===== src/hdl/hbpe_ram.sv =====
// Generic single-write, single-read RAM with a registered read port.
module hbpe_ram #(
   parameter int WIDTH = 8,
   parameter int DEPTH = 256
) (
   input  logic                     clock,
   input  logic                     we,
   input  logic [$clog2(DEPTH)-1:0] waddr,
   input  logic [WIDTH-1:0]         wdata,
   input  logic                     re,
   input  logic [$clog2(DEPTH)-1:0] raddr,
   output logic [WIDTH-1:0]         rdata
);

   logic [WIDTH-1:0] mem [DEPTH];
   logic [WIDTH-1:0] rdata_ff;

   // Write port.
   always_ff @(posedge clock) begin
      if (we) begin
         mem[waddr] <= wdata;
      end
   end

   // Registered read port.
   always_ff @(posedge clock) begin
      if (re) begin
         rdata_ff <= mem[raddr];
      end
   end

   assign rdata = rdata_ff;

endmodule


===== config.mk =====
export PLATFORM = sky130hd
export DESIGN_NAME = hbpe_ram
export DESIGN_NICKNAME = d
export VERILOG_FILES = /design/src/hdl/hbpe_ram.sv
export SDC_FILE = /design/constraint.sdc
export NUM_CORES = 2
export LEC_CHECK = 0
export BUFFER_PORTS_ARGS = -buffer_cell sky130_fd_sc_hd__buf_2
export CAP_MARGIN = 20
export CORE_UTILIZATION = 32
export DETAILED_ROUTE_END_ITERATION = 10
export SLEW_MARGIN = 20
export SYNTH_ARGS = -nofsm -noshare
export SYNTH_HDL_FRONTEND = slang
export SYNTH_SLANG_ARGS = --single-unit

===== constraint.sdc =====
create_clock -name clock -period 3.2 [get_ports clock]
set_input_delay 0.32 -clock clock [delete_from_list [all_inputs] [get_ports clock]]
set_output_delay 0.32 -clock clock [all_outputs]
set_load 0.02 [all_outputs]

Word-level counts from Yosys, hierarchy flattened
Memories as Yosys holds them, arrays and structs flattened. A register that Yosys moved wholly into a read port is not among the register bits.
Cells that the tools add are included.
W data, S select, Z words.
Word-level totals
  register bits after elaboration: 0
  bits in latches: 0
  memory bits (writable): 2048
  ROM bits: 0
  input bits: 27
  output and inout bits: 8
  logic and storage cells: 3
  memories kept: 1
Memory list
  mem: depth 256, width 8, rd ports 1, clocked after memory_dff 1, write ports 1, RTL line 15  | logic [WIDTH-1:0] mem [DEPTH];
Operators by class
  $add $sub $neg: 0
  $mul: 0
  div/mod/pow operators: 0
  order comparisons: 0
  eq/ne operators: 0
  shift operators: 0
  multiplexer cells: 2
  bitwise gates (word level): 0
  reduce and logical (&&, ||, !) cells: 0
Operators with widths (number)
  $mux W1: 2

Depth between registers and ports, before layout
  depth in word-level cells: 2
  gate-level depth with buffers: 11
  mapped depth without buffers: 6

Least setup slack after synthesis
OpenSTA, ideal clock, no wires.
  path kind: input to register
  start point: in raddr[0]
  end point: reg rdata_ff[2], in the netlist rdata[2], read port of mem, data pin
  setup time: 269 ps
  arrival: 2127 ps
  data required time: 2931 ps
  path slack: 804 ps
  cell stages on the path: 9
  path buffers: 4
  path through: buf_6 -> buf_12 -> buf_8 -> buf_2 -> mux4_2 -> a22oi_1 -> a21oi_1 -> nor4_1 -> nor4_2
RTL lines
  start: declaration: RTL line 11  | input logic [$clog2(DEPTH)-1:0] raddr,
  end: declaration: RTL line 16  | logic [WIDTH-1:0] rdata_ff;

==> qor.yml <==
pwr:
  power_frac_comb: 0.053
  power_switching_share: 0.2183
  power.switching_uw: 12240
  pwr-share-clk: 0.417
  p_leak_uw: 0.02943
  p_seq_frac: 0.530
  peakVddDrop_uv: 454.6
  power_density_nw_per_um2: 598.0
  finalPower_uw: 56060
  intPower_uw: 43820
yosys:
  muxShareOfSynthArea: 0.1460
  yosys.area_share.adder: 0
  synth_cell_type_count: 54
  ys.flop_type: "edfxtp_1"
  synth-edff-count: 2056
  seq_area_frac_synth: 0.7753
  postSynthCellCount: 3733
  synth_seq_cells: 2056
  avgSynthCellArea_sq_um: 21.33
  synth_top_family_by_area: "multiplexers"
  synth_simple_gate_area_share: 0.02625
  yosysWarnings: 0
  synth_compound_area_frac: 0.03416
  async_flop_share: 0
  synth-xor-area-share: 0
  syn-num-nets: 3760
  syn-cell-area_sq_um: 79640
route:
  wl_per_cell_microns: 26.87
  drtIter0Drc: 4768
  via_count: 40500
  drtPass1Iterations: 5
  ant_nets: 0
  vias_per_cell: 5.245
  drc: 0
  drt_wl_total_microns: 207500
grt:
  antenna_found_initial: 16
  grt_pass1_vias: 40870
  grt_max_degree: 117
  grt_pass1_wl_microns: 299100
  globalRoute.totalOverflow: 0
  track_usage: 0.1647
clock_network:
  cts_htree_levels: 4
  clk_latency_ps: 840
  cts_buffers: 205
  post_cts_buffers: 0
  cts_tree: "built"
  cts_root_buffer: "clkbuf_16"
  max-clock-path-buffers: 3
  clock-sinks: 2056
  clk_pin_slew_ps: 60
sta:
  period_share: 0.8667
  worst_pin_slew_ps: 1113
  hold_ws_ps: 25.12
  relSlewSlack: 0.2582
  rsz0062_at_grt: "false"
  finalHoldViolCount: 0
  fmax_ghz: 0.3605
  report.final.slew_viol_count: 0
  fin_skew_ps: 58.38
  finalSetupViolCount: 0
  period_needed_ps: 2774
critical_path:
  critPathKind: "flip-flop to flip-flop"
  cpPeakStageDelay_ps: 790
  crit_path_start_kind: "flip-flop"
  path_max_fanout: 1
  cp-end-kind: "flip-flop"
  cp_data_arrival_time_ps: 3340
  cp_cell_sequence: "mux4_2, a22oi_1, a21oi_1, nor4_1, buf_4, nor4_2"
  slowest_stage: "nor4_1"
  required_ps: 3770
worst_hold_path:
  min_path_type: "input pin to flip-flop"
floorplanning:
  die_h_microns: 500.9
  design.core.area_sq_um: 246600
  initial_core_util: 0.3229
  die_w_microns: 500.9
  fp-row-count: 182
  dieArea_sq_um: 250900
  io_pins: 35
place:
  place_congestion: 0.8210
  dpl.hpwl_microns: 133400
  numPortBuffers: 34
layout:
  fin_nets: 4266
  multi_input_area_sq_um: 16490
  final_common_cell: "edfxtp_1"
  layout-drive-gt1-share: 0.2895
  fill_cells: 22120
  most-common-layout-cells: "edfxtp_1 (2,056), mux4_2 (454), buf_4 (429)"
  synthToLayoutAreaGrowth_pct: 17.73
  seq_area_sq_um: 61740
run:
  drv_cap: 0
status:
  outcome: "finished clean"
[cells in the mapped netlist (all sizes together) (2+ instances only)]
| cell | number | area, sq um |
|---|---|---|
| a2111oi | 5 | 52.55 |
| a211oi | 16 | 120.1 |
| a21oi | 96 | 480.5 |
| a221oi | 14 | 128.9 |
| a22o | 8 | 70.07 |
| a22oi | 133 | 998.5 |
| a311oi | 2 | 17.52 |
| a31oi | 2 | 12.51 |
| and2 | 6 | 37.54 |
| and3b | 2 | 17.52 |
| buf | 122 | 1032 |
| clkbuf | 111 | 416.7 |
| edfxtp | 2056 | 61740 |
| mux2i | 134 | 1341 |
| mux4 | 456 | 10280 |
| nand2 | 33 | 123.9 |
| nand2b | 8 | 50.05 |
| nand3 | 34 | 170.2 |
| nand3b | 2 | 15.01 |
| nand4 | 10 | 62.56 |
| nor2 | 282 | 1059 |
| nor2b | 31 | 193.9 |
| nor3 | 22 | 110.1 |
| nor4 | 27 | 187.7 |
| o211ai | 10 | 75.07 |
| o21ai | 12 | 60.06 |
| o221ai | 47 | 417.9 |
| o22a | 5 | 43.79 |
| o22ai | 28 | 175.2 |
| o32ai | 5 | 51.30 |
| or2 | 4 | 25.02 |
[final cells by class]
cell class,count,share of cell area
well taps,3312,0.04420
repair buffers,532,0.05154
flip-flops and latches,2056,0.6585
clock inverters,119,0.01246
inverters,2,0.00008007
multi-input cells,1442,0.1759
diodes,4,0.0001068
clock buffers,256,0.05721
[metrics by stage]
step	worst slack (ps)	cell area, sq um	TNS (ps)	utilization	std cells
detailed placement	-222.0	87140	-882.1	0.3534	7337
finish	426.4	93760	0	0.3802	7723
global placement	-278.0	87140	-1032	0.3534	7337
CTS	389.8	93750	0	0.3801	7719
global route	290.6	93760	0	0.3802	7723
floorplan	803.9	79640	0	-	3733
[power groups by stage]
stage               combinational [uW]  sequential, uW  clock (uW)
global route                      3100           29700       24800
global placement                  2930           30300           0
CTS                               2980           29700       23700
finish                            2950           29700       23400
detailed placement                2970           30300           0
floorplan                         1440           30300           0
[final timing paths]
path | cells past startpoint | slack (ps) | start | end
setup / recovery | 6 | 430 | mem[47][0]$_DFFE_PP_ | rdata[0]$_DFFE_PP_
hold / removal | 1 | 30 | wdata[6] | mem[146][6]$_DFFE_PP_
setup reg to reg | 6 | 430 | mem[47][0]$_DFFE_PP_ | rdata[0]$_DFFE_PP_
hold reg to reg | 6 | 1290 | mem[6][2]$_DFFE_PP_ | rdata[2]$_DFFE_PP_
[kinds of logic after synthesis]
kind of cell / after synthesis
multiplexers: 591
AO/OA/AOI/OAI: 385
flip-flops: 2056
buffers and inverters: 235
AND/OR/NAND/NOR: 466
[worst max-delay path: cells and delay by family (launching register included)]
kind	cells	cell delay, ps
AOI/OAI and AO/OA	2	620
and+or+nand+nor	2	820
muxes	1	490
buffers and inverters	1	240
DFF	1	350
[sequential cells by signal (all words and copies together), names as in the netlist]
register and cells:
mem 2048, rdata 8
[metal layers]
| layer | vias to the layer above | global-route usage | routed length [microns] |
|---|---|---|---|
| li1 | 16730 | - | - |
| met1 | 21640 | 0.2288 | 84860 |
| met2 | 1825 | 0.2640 | 99950 |
| met3 | 306 | 0.03091 | 17270 |
| met4 | 0 | 0.04470 | 5415 |
| met5 | - | 0 | 0 |
[what timing repair did]
| action | 4_1_cts | 5_1_grt |
|---|---|---|
| gates resized for setup | 0 | 0 |
| hold buffers | 7 | 0 |
| endpoints found under the hold margin | 292 | 0 |
No activity file was read; power rests on OpenSTA's default activity.
